**src/hdl/servo_command_stability_filter_macros.svh**
```systemverilog
// ----------------------------------------------------------------------------
// Servo command stability filter assertion macros
// Shorthand for clocked assertions that are off while reset is held.
// ----------------------------------------------------------------------------
`ifndef SERVO_COMMAND_STABILITY_FILTER_MACROS_SVH
`define SERVO_COMMAND_STABILITY_FILTER_MACROS_SVH

// Checks a property on every rising edge of clk_i outside reset.
`define SCSF_ASSERT(lbl, prop, msg) \
  lbl: assert property (@(posedge clk_i) disable iff (!rst_ni) (prop)) else $error(msg);

// Checks that an antecedent implies a consequent in the next cycle.
`define SCSF_ASSERT_NEXT(lbl, ante, cons, msg) \
  lbl: assert property (@(posedge clk_i) disable iff (!rst_ni) (ante) |=> (cons)) \
    else $error(msg);

`endif

```
**src/hdl/scsf_pkg.sv**
```systemverilog
// ----------------------------------------------------------------------------
// Servo command stability filter package
// Shared types, register defaults and the angle to pulse conversion.
// ----------------------------------------------------------------------------
package scsf_pkg;

  localparam int unsigned AngleFields = 6;
  localparam int unsigned MaxChannels = 8;
  localparam int unsigned IdW         = 11;
  localparam int unsigned LenW        = 4;
  localparam int unsigned DegW        = 8;
  localparam int unsigned PulseW      = 12;
  localparam int unsigned CfgIdxW     = 4;
  localparam int unsigned CfgDataW    = 11;

  localparam int unsigned DefChannels = 6;

  localparam logic [DegW-1:0]   MaxDeg    = 8'd180;
  localparam logic [DegW-1:0]   CenterDeg = 8'd90;
  localparam logic [PulseW-1:0] PulseMin  = 12'd500;

  // floor(deg * 2000 / 180) equals (deg * PulseMul) >> PulseShift for deg <= 180.
  localparam int unsigned PulseShift = 16;
  localparam int unsigned PulseMulW  = 20;
  localparam logic [PulseMulW-1:0] PulseMul = 20'd728178;

  localparam logic [IdW-1:0]  DefIdA     = 11'd100;
  localparam logic [IdW-1:0]  DefIdB     = 11'h100;
  localparam logic [DegW-1:0] DefDeadband = 8'd2;
  localparam logic [DegW-1:0] DefRepeats  = 8'd3;

  // Configuration register indexes.
  localparam logic [CfgIdxW-1:0] RegIdA     = 4'd0;
  localparam logic [CfgIdxW-1:0] RegIdB     = 4'd1;
  localparam logic [CfgIdxW-1:0] RegDeadband = 4'd2;
  localparam logic [CfgIdxW-1:0] RegRepeats  = 4'd3;

  typedef struct packed {
    logic [IdW-1:0]  frame_id;
    logic [LenW-1:0] frame_len;
    logic [DegW-1:0] angle_0;
    logic [DegW-1:0] angle_1;
    logic [DegW-1:0] angle_2;
    logic [DegW-1:0] angle_3;
    logic [DegW-1:0] angle_4;
    logic [DegW-1:0] angle_5;
  } cmd_t;

  typedef struct packed {
    logic              frame_accepted;
    logic              any_target_changed;
    logic [PulseW-1:0] pulse_0;
    logic [PulseW-1:0] pulse_1;
    logic [PulseW-1:0] pulse_2;
    logic [PulseW-1:0] pulse_3;
    logic [PulseW-1:0] pulse_4;
    logic [PulseW-1:0] pulse_5;
  } res_t;

  typedef struct packed {
    logic [CfgIdxW-1:0]  index;
    logic [CfgDataW-1:0] data;
  } cfg_t;

  typedef struct packed {
    logic [DegW-1:0] deadband;
    logic [DegW-1:0] repeats;
  } lane_cfg_t;

  typedef struct packed {
    logic accepted;
    logic changed;
  } flags_t;

  typedef logic [AngleFields-1:0][DegW-1:0] deg_vec_t;

endpackage

```
**src/hdl/scsf_stream_if.sv**
```systemverilog
// ----------------------------------------------------------------------------
// Servo command stability filter stream interface
// Valid/ready channel with a typed payload, used for every stream port of the block.
// ----------------------------------------------------------------------------
interface scsf_stream_if #(
  parameter type payload_t = logic
);

  logic     valid;
  logic     ready;
  payload_t payload;

  modport source (output valid, output payload, input ready);
  modport sink   (input valid, input payload, output ready);

endinterface

```
**src/hdl/scsf_lane.sv**
```systemverilog
// ----------------------------------------------------------------------------
// Servo command stability filter lane
// Candidate, repeat count and target of one channel, updated per frame.
// ----------------------------------------------------------------------------
module scsf_lane (
  input  logic                     clk_i,
  input  logic                     rst_ni,
  input  logic                     upd_i,
  input  logic [scsf_pkg::DegW-1:0] angle_i,
  input  scsf_pkg::lane_cfg_t      cfg_i,
  output logic [scsf_pkg::DegW-1:0] target_o,
  output logic                     changed_o
);

  logic [scsf_pkg::DegW-1:0] cand_q, cand_d;
  logic [scsf_pkg::DegW-1:0] cnt_q, cnt_d;
  logic [scsf_pkg::DegW-1:0] tgt_q, tgt_d;
  logic [scsf_pkg::DegW-1:0] deg;
  logic [scsf_pkg::DegW-1:0] cand_gap;
  logic [scsf_pkg::DegW-1:0] tgt_gap;
  logic                      take;

  assign deg      = (angle_i > scsf_pkg::MaxDeg) ? scsf_pkg::MaxDeg : angle_i;
  assign cand_gap = (cand_q > deg) ? (cand_q - deg) : (deg - cand_q);

  always_comb begin
    cand_d = cand_q;
    cnt_d  = cnt_q;
    if (cand_gap <= cfg_i.deadband) begin
      if (cnt_q < cfg_i.repeats) begin
        cnt_d = cnt_q + 8'd1;
      end
    end else begin
      cand_d = deg;
      cnt_d  = 8'd1;
    end
  end

  assign tgt_gap   = (tgt_q > cand_d) ? (tgt_q - cand_d) : (cand_d - tgt_q);
  assign take      = (cnt_d >= cfg_i.repeats) && (tgt_gap > cfg_i.deadband);
  assign tgt_d     = take ? cand_d : tgt_q;
  assign changed_o = upd_i && take;
  assign target_o  = tgt_q;

  always_ff @(posedge clk_i or negedge rst_ni) begin
    if (!rst_ni) begin
      cand_q <= scsf_pkg::CenterDeg;
      cnt_q  <= '0;
      tgt_q  <= scsf_pkg::CenterDeg;
    end else if (upd_i) begin
      cand_q <= cand_d;
      cnt_q  <= cnt_d;
      tgt_q  <= tgt_d;
    end
  end

endmodule

```
**src/hdl/scsf_merge.sv**
```systemverilog
// ----------------------------------------------------------------------------
// Servo command stability filter merge stage
// Maps every lane target to a pulse width and registers the result item.
// ----------------------------------------------------------------------------
module scsf_merge (
  input  logic                clk_i,
  input  logic                load_i,
  input  scsf_pkg::flags_t    flags_i,
  input  scsf_pkg::deg_vec_t  targets_i,
  output scsf_pkg::res_t      res_o
);

  localparam int unsigned ProdW = scsf_pkg::DegW + scsf_pkg::PulseMulW;

  logic [scsf_pkg::AngleFields-1:0][scsf_pkg::PulseW-1:0] pulse;
  scsf_pkg::res_t res_q, res_d;

  for (genvar g = 0; g < scsf_pkg::AngleFields; g++) begin : g_pulse
    logic [ProdW-1:0] prod;
    assign prod = ProdW'(targets_i[g]) * ProdW'(scsf_pkg::PulseMul);
    assign pulse[g] = scsf_pkg::PulseMin
                    + prod[scsf_pkg::PulseShift +: scsf_pkg::PulseW];
  end

  always_comb begin
    res_d.frame_accepted     = flags_i.accepted;
    res_d.any_target_changed = flags_i.changed;
    res_d.pulse_0            = pulse[0];
    res_d.pulse_1            = pulse[1];
    res_d.pulse_2            = pulse[2];
    res_d.pulse_3            = pulse[3];
    res_d.pulse_4            = pulse[4];
    res_d.pulse_5            = pulse[5];
  end

  always_ff @(posedge clk_i) begin
    if (load_i) begin
      res_q <= res_d;
    end
  end

  assign res_o = res_q;

endmodule

```
**src/hdl/servo_command_stability_filter.sv**
```systemverilog
// Pipeline: a taken frame's flags pass the first-stage register, then the output
// register. Throughput: one frame per cycle while the output is not stalled; the
// lanes update in the accept cycle and the pulse multipliers sit in the following output stage.
// Reset: candidates and targets go to 90 degrees, repeat counts to zero and
// the registers to their defaults; no clearing pass is needed.
// ----------------------------------------------------------------------------
// Servo command stability filter
// Checks command frames, debounces each channel angle and reports pulses.
// ----------------------------------------------------------------------------
`include "servo_command_stability_filter_macros.svh"

module servo_command_stability_filter #(
  parameter int unsigned CHANNELS = scsf_pkg::DefChannels
) (
  input  logic        clk_i,
  input  logic        rst_ni,
  scsf_stream_if.sink   cmd_i,
  scsf_stream_if.source res_o,
  scsf_stream_if.sink   cfg_i
);

  localparam int unsigned NumLanes =
    (CHANNELS > scsf_pkg::AngleFields) ? scsf_pkg::AngleFields : CHANNELS;

  logic [scsf_pkg::IdW-1:0]  id_a_q;
  logic [scsf_pkg::IdW-1:0]  id_b_q;
  logic [scsf_pkg::DegW-1:0] deadband_q;
  logic [scsf_pkg::DegW-1:0] repeats_q;

  scsf_pkg::cmd_t     cmd;
  scsf_pkg::cfg_t     cfg;
  scsf_pkg::lane_cfg_t lane_cfg;
  scsf_pkg::deg_vec_t angles;
  scsf_pkg::deg_vec_t targets;
  scsf_pkg::flags_t   s1_q, s1_d;
  scsf_pkg::res_t     res;
  logic [scsf_pkg::AngleFields-1:0] lane_chg;

  logic in_fire;
  logic frame_ok;
  logic s1_valid_q;
  logic out_valid_q;
  logic s1_move;

  assign cmd = cmd_i.payload;
  assign cfg = cfg_i.payload;

  // Configuration registers; unknown indexes are dropped.
  assign cfg_i.ready = 1'b1;

  always_ff @(posedge clk_i or negedge rst_ni) begin
    if (!rst_ni) begin
      id_a_q     <= scsf_pkg::DefIdA;
      id_b_q     <= scsf_pkg::DefIdB;
      deadband_q <= scsf_pkg::DefDeadband;
      repeats_q  <= scsf_pkg::DefRepeats;
    end else if (cfg_i.valid) begin
      case (cfg.index)
        scsf_pkg::RegIdA:      id_a_q     <= cfg.data;
        scsf_pkg::RegIdB:      id_b_q     <= cfg.data;
        scsf_pkg::RegDeadband: deadband_q <= cfg.data[scsf_pkg::DegW-1:0];
        scsf_pkg::RegRepeats:  repeats_q  <= cfg.data[scsf_pkg::DegW-1:0];
        default: ;
      endcase
    end
  end

  assign lane_cfg.deadband = deadband_q;
  assign lane_cfg.repeats  = repeats_q;

  // Handshake: the first stage moves on whenever the output register is free.
  assign s1_move     = s1_valid_q && (!out_valid_q || res_o.ready);
  assign cmd_i.ready = !s1_valid_q || s1_move;
  assign in_fire     = cmd_i.valid && cmd_i.ready;

  assign frame_ok = ((cmd.frame_id == id_a_q) || (cmd.frame_id == id_b_q))
                 && (cmd.frame_len >= scsf_pkg::LenW'(CHANNELS));

  assign angles[0] = cmd.angle_0;
  assign angles[1] = cmd.angle_1;
  assign angles[2] = cmd.angle_2;
  assign angles[3] = cmd.angle_3;
  assign angles[4] = cmd.angle_4;
  assign angles[5] = cmd.angle_5;

  for (genvar g = 0; g < scsf_pkg::AngleFields; g++) begin : g_lane
    if (g < NumLanes) begin : g_used
      scsf_lane u_lane (
        .clk_i     (clk_i),
        .rst_ni    (rst_ni),
        .upd_i     (in_fire && frame_ok),
        .angle_i   (angles[g]),
        .cfg_i     (lane_cfg),
        .target_o  (targets[g]),
        .changed_o (lane_chg[g])
      );
    end else begin : g_idle
      // Channels without a lane report the center position.
      assign targets[g]  = scsf_pkg::CenterDeg;
      assign lane_chg[g] = 1'b0;
    end
  end

  assign s1_d.accepted = frame_ok;
  assign s1_d.changed  = |lane_chg;

  always_ff @(posedge clk_i or negedge rst_ni) begin
    if (!rst_ni) begin
      s1_valid_q  <= 1'b0;
      out_valid_q <= 1'b0;
    end else begin
      if (in_fire) begin
        s1_valid_q <= 1'b1;
      end else if (s1_move) begin
        s1_valid_q <= 1'b0;
      end
      if (s1_move) begin
        out_valid_q <= 1'b1;
      end else if (res_o.ready) begin
        out_valid_q <= 1'b0;
      end
    end
  end

  always_ff @(posedge clk_i) begin
    if (in_fire) begin
      s1_q <= s1_d;
    end
  end

  // The targets still hold this request's outcome while its flags move on.
  scsf_merge u_merge (
    .clk_i     (clk_i),
    .load_i    (s1_move),
    .flags_i   (s1_q),
    .targets_i (targets),
    .res_o     (res)
  );

  assign res_o.valid   = out_valid_q;
  assign res_o.payload = res;

  `SCSF_ASSERT(a_chg_needs_acc, !s1_valid_q || !s1_q.changed || s1_q.accepted, "change flagged on a rejected frame")
  `SCSF_ASSERT_NEXT(a_reject_holds, in_fire && !frame_ok, $stable(targets), "rejected frame moved a target")
  `SCSF_ASSERT(a_out_chg_acc, !out_valid_q || !res.any_target_changed || res.frame_accepted, "result reports change without acceptance")
  `SCSF_ASSERT_NEXT(a_no_fire_holds, !in_fire, $stable(targets), "target moved without an accepted request")

endmodule

```
**src/flat_wrapper.sv**
```systemverilog
// flat-port wrapper written by rule: the top's interface ports become plain ports
module servo_command_stability_filter_flat import scsf_pkg::*;
#(
  parameter int unsigned CHANNELS = scsf_pkg::DefChannels
)
  (clk_i, rst_ni, cmd_i_valid, cmd_i_payload, cmd_i_ready, res_o_valid, res_o_payload, res_o_ready, cfg_i_valid, cfg_i_payload, cfg_i_ready);
  scsf_stream_if #(.payload_t(cmd_t)) cmd_i_i ();
  scsf_stream_if #(.payload_t(res_t)) res_o_i ();
  scsf_stream_if #(.payload_t(cfg_t)) cfg_i_i ();
  input  logic clk_i;
  input  logic rst_ni;
  input wire logic [$bits(cmd_i_i.valid)-1:0] cmd_i_valid;
  input wire logic [$bits(cmd_i_i.payload)-1:0] cmd_i_payload;
  output wire logic [$bits(cmd_i_i.ready)-1:0] cmd_i_ready;
  output wire logic [$bits(res_o_i.valid)-1:0] res_o_valid;
  output wire logic [$bits(res_o_i.payload)-1:0] res_o_payload;
  input wire logic [$bits(res_o_i.ready)-1:0] res_o_ready;
  input wire logic [$bits(cfg_i_i.valid)-1:0] cfg_i_valid;
  input wire logic [$bits(cfg_i_i.payload)-1:0] cfg_i_payload;
  output wire logic [$bits(cfg_i_i.ready)-1:0] cfg_i_ready;
  assign cmd_i_i.valid = cmd_i_valid;
  assign cmd_i_i.payload = cmd_i_payload;
  assign cmd_i_ready = cmd_i_i.ready;
  assign res_o_valid = res_o_i.valid;
  assign res_o_payload = res_o_i.payload;
  assign res_o_i.ready = res_o_ready;
  assign cfg_i_i.valid = cfg_i_valid;
  assign cfg_i_i.payload = cfg_i_payload;
  assign cfg_i_ready = cfg_i_i.ready;
  servo_command_stability_filter #(.CHANNELS(CHANNELS)) u_core (.clk_i(clk_i), .rst_ni(rst_ni), .cmd_i(cmd_i_i), .res_o(res_o_i), .cfg_i(cfg_i_i));
endmodule
```
**config.mk**
```make
export PLATFORM = sky130hd
export DESIGN_NAME = servo_command_stability_filter_flat
export DESIGN_NICKNAME = d
export VERILOG_FILES = /design/src/hdl/scsf_pkg.sv /design/src/hdl/scsf_stream_if.sv /design/src/hdl/scsf_lane.sv /design/src/hdl/scsf_merge.sv /design/src/hdl/servo_command_stability_filter.sv /design/src/flat_wrapper.sv
export VERILOG_INCLUDE_DIRS = /design/src /design/src/hdl
export SDC_FILE = /design/constraint.sdc
export NUM_CORES = 2
export LEC_CHECK = 0
export BUFFER_PORTS_ARGS = -buffer_cell sky130_fd_sc_hd__buf_2
export CAP_MARGIN = 25
export CORE_MARGIN = 2
export CORE_UTILIZATION = 55
export CTS_BUF_LIST = sky130_fd_sc_hd__clkbuf_2 sky130_fd_sc_hd__clkbuf_4 sky130_fd_sc_hd__clkbuf_8
export DETAILED_ROUTE_END_ITERATION = 10
export PLACE_DENSITY_LB_ADDON = 0.3
export SLEW_MARGIN = 20
export SYNTH_ARGS = -nofsm -noshare
export SYNTH_HDL_FRONTEND = slang
export SYNTH_SLANG_ARGS = --single-unit
```
**constraint.sdc**
```tcl
create_clock -name clk_i -period 7.6 [get_ports clk_i]
set_input_delay 1.14 -clock clk_i [delete_from_list [all_inputs] [get_ports clk_i]]
set_output_delay 1.14 -clock clk_i [all_outputs]
set_load 0.01 [all_outputs]
```
==> run summary <==
status: complete, but fails checks
failing checks: setup timing
Crit-path slowest cell: o31a_1
type of the worst setup path: in2reg
CP dominant cell by count: buf_4
TritonCTS Buffers: 53
relative slew slack: 0.384
DR vias: 31000
Slew Viols, Final: 0
Startpoint Class: input pin
Setup violations, final: 49
fin util: 0.694
hold slack: 437 ps
met3 Use GR: 0.0356
CTS tree: yes
top-count cell post-synth: ha_1
Min Clock Period, post-route: 8680 ps
CP startpoint: cmd_i_payload[32]
Fmax: 115 MHz
post-synthesis xor/xnor area fraction: 0.0550
Logic pwr share: 0.600
met1 GRT Util: 0.338
io pins: 160
Area Growth Syn to Fin: 25.3%
P per Cell Area: 197 nW/um^2
Synth Area in Simple Gates: 0.119
drt pass-1 iters: 6
Clock Path Buffers: 3
Max Cap Violations: 0
largest net degree at the start of global routing: 117
Sw Ratio: 0.404
FF-to-FF End: u_core.g_lane[1].g_used.u_lane.target_o[5]
CP required: 8150 ps
vias per inst: 5.54
port bufs: 157
Post-Synth Adder-Cell Area: 0.351
skew final: 21.5 ps
Final Wtd Congestion: 0.928
cell count after synthesis: 3966
CP top delay family: compound AO/OA/AOI/OAI gates
Routed WL: 91200 um
Internal: 5.23 mW
Final Hold Fails: 0
Critical Path Fanout Max: 7
Post-synth top cells: ha_1 (733), inv_1 (556), o21ai_0 (266), a21oi_1 (248), nand2_1 (246)
number of nets in the layout: 5685
worst vdd ir: 0.319 mV
Initial Util: 0.554
mux share of post-synthesis cell area: 0.0391
Post-synth EDFFs: 76
core box area: 64100 sq um
Synth top area share: 0.258
total track usage: 0.268
number of global-route vias before repair: 31300
crit path capture type: flip-flop
CTS Root Cell: clkbuf_8
RR Startpoint: u_core.g_lane[1].g_used.u_lane.cand_q[0]
FFs w/ async S/R, synth: 0.708
initial antenna violation count: 1
share of cells above drive strength 1: 0.268
Seq cells post-synth: 260
drc violations: 0
area leader, netlist: ha_1
synth top area cells: ha_1 (26%), fa_1 (9.3%), dfrtp_1 (9.1%)
Worst Hold Depth: 0
clock net sink count: 260
sequential share of the synthesized area: 0.196
number of synthesis warnings: 0
die area: 66700 sq um
Clk Latency, worst-skew pair: 670 ps
Net Switching: 3.55 mW
CTS HTree Levels: 2
first-pass GRT wire length: 149000 um
worst reg-to-reg path cell count: 46
main combinational cell family by area after synthesis: adder cells
Die H: 258 um
Total Power: 8.78 mW
final cycle utilization of the critical path: 1.14
post-route ant nets: 0
final worst slack: -1080 ps
GRT overflow: 0
crit path buf inv count: 11
GRT met2 Usage: 0.472
Final HPWL DP: 67900 um
1st-iter DRT viols: 1680
Worst EP arrival: 9230 ps
RSZ-0062 raised after global routing: yes
Netlist cell types: 85
setup TNS: -25100 ps
Syn Area/Cell: 8.96 sq um
drt wl/cell: 16.3 um
Worst Hold Path EP: u_core.u_merge.res_o[73]
r2r setup slk: -470 ps
Die Span X: 258 um
worst min path class: reg2reg
Leak Pwr: 22.2 nW
Syn Nets: 4947
GRT busiest layer: met2
clock-pin slew of the registers on the worst-case setup and hold paths: 60 ps
Clock power frac: 0.200
CP peak stage delay: 380 ps
Compound-Gate Fraction of Synth Area: 0.171
row count: 93
Worst Min Path Start: u_core.s1_q[1]
Post-Syn Area: 35500 sq um
Post-synth top flop: dfrtp_1
Sequential Power Share: 0.200
Slew @ Worst Pin: 925 ps
==> stage by stage <==
stage / cells / setup WS (ps) / instance area (sq um)
after floorplan: 3966 / -1060 / 36100
after global placement: 5383 / -1340 / 41200
after detailed placement: 5383 / -1580 / 41200
after CTS: 5555 / -596 / 43500
after global routing: 5604 / -1400 / 44500
final: 5604 / -1080 / 44500
==> worst register-to-register path, delay by kind of cell, from the launching register on <==
kind	cells	cell delay (ps)
compound gates	20	3630
xor+xnor	2	280
fa+ha+maj	6	1480
buf+inv	10	1200
flops	1	380
mux	2	310
simple gates	6	670
==> state kept, by name, summed over array words and instances, names as in the netlist <==
name / flops
u_core.deadband_q: 8
u_core.u_merge.res_o: 74
u_core.g_lane.g_used.u_lane.cand_q: 48
u_core.id_a_q: 11
u_core.repeats_q: 8
u_core.g_lane.g_used.u_lane.cnt_q: 48
u_core.s1_valid_q: 1
u_core.s1_q: 2
u_core.g_lane.g_used.u_lane.target_o: 48
u_core.res_o.valid: 1
u_core.id_b_q: 11
==> metal layers <==
layer  part of all wire  vias to the layer above
met5                  0                        -
met4              0.029                        0
met3              0.038                      177
met2               0.50                      563
met1               0.44                    14900
li1                   -                    15400
==> cells in the final DEF (no fill, tap or decap), types with 37 or more instances in the layout <==
cell	instances
a21oi_2	45
ha_1	714
a21o_1	134
dfstp_2	55
mux2_2	48
nand4_1	57
nor3_1	37
xnor2_1	112
nor2b_1	64
nand2_1	217
a21oi_1	204
buf_2	145
edfxtp_1	76
dfrtp_1	129
nand3_1	55
xor2_1	111
mux2i_1	66
o21ai_1	53
nand2b_1	62
buf_4	581
o21ai_0	186
nor2_1	153
inv_1	539
clkbuf_8	69
fa_1	152
==> worst max path at each step <==
stage | end | slack, ps | cells past startpoint
after floorplan | u_core.g_lane[1].g_used.u_lane.target_o[6] | -1060 | 46
after global placement | u_core.s1_q[0] | -1340 | 48
after detailed placement | u_core.g_lane[5].g_used.u_lane.target_o[3] | -1580 | 45
after CTS | u_core.g_lane[1].g_used.u_lane.target_o[7] | -600 | 48
after global routing | u_core.g_lane[1].g_used.u_lane.target_o[5] | -1400 | 51
final | u_core.g_lane[1].g_used.u_lane.target_o[5] | -1080 | 51
==> repair_timing <==
action                     in CTS  in global routing
hold buffers                    0                  0
pin swaps                     117                149
setup endpoints to repair      49                 49
gates resized for setup       120                169
setup buffers                  74                 53
gates cloned                    3                  1
==> power by group through the flow <==
stage / clock [mW] / combinational [mW] / sequential (mW)
after floorplan: 0 / 3.04 / 1.82
after global placement: 0 / 4.56 / 1.78
after detailed placement: 0 / 4.68 / 1.78
after CTS: 1.80 / 4.93 / 1.76
after global routing: 1.86 / 5.79 / 1.77
final: 1.75 / 5.26 / 1.76
==> layout make-up <==
| class | instances | area, sq um |
|---|---|---|
| Fill cell | 4861 | 19600 |
| Sequential cell | 260 | 6960 |
| Antenna cell | 1 | 2.50 |
| Timing Repair Buffer | 774 | 5720 |
| Tap cell | 855 | 1070 |
| Clock buffer | 81 | 1030 |
| Clock inverter | 18 | 215 |
| Inverter | 556 | 2100 |
| Multi-Input combinational cell | 3059 | 27400 |
==> logic make-up (layout without fill, tap and decap cells) <==
group           Yosys count  in the layout
simple gates            848            848
flops                   260            260
compound gates          957            957
xor+xnor                223            223
buf+inv                 647           1429
other cells               1              2
fa+ha+maj               898            898
mux                     132            132
Power figures use the tool's default switching activity.
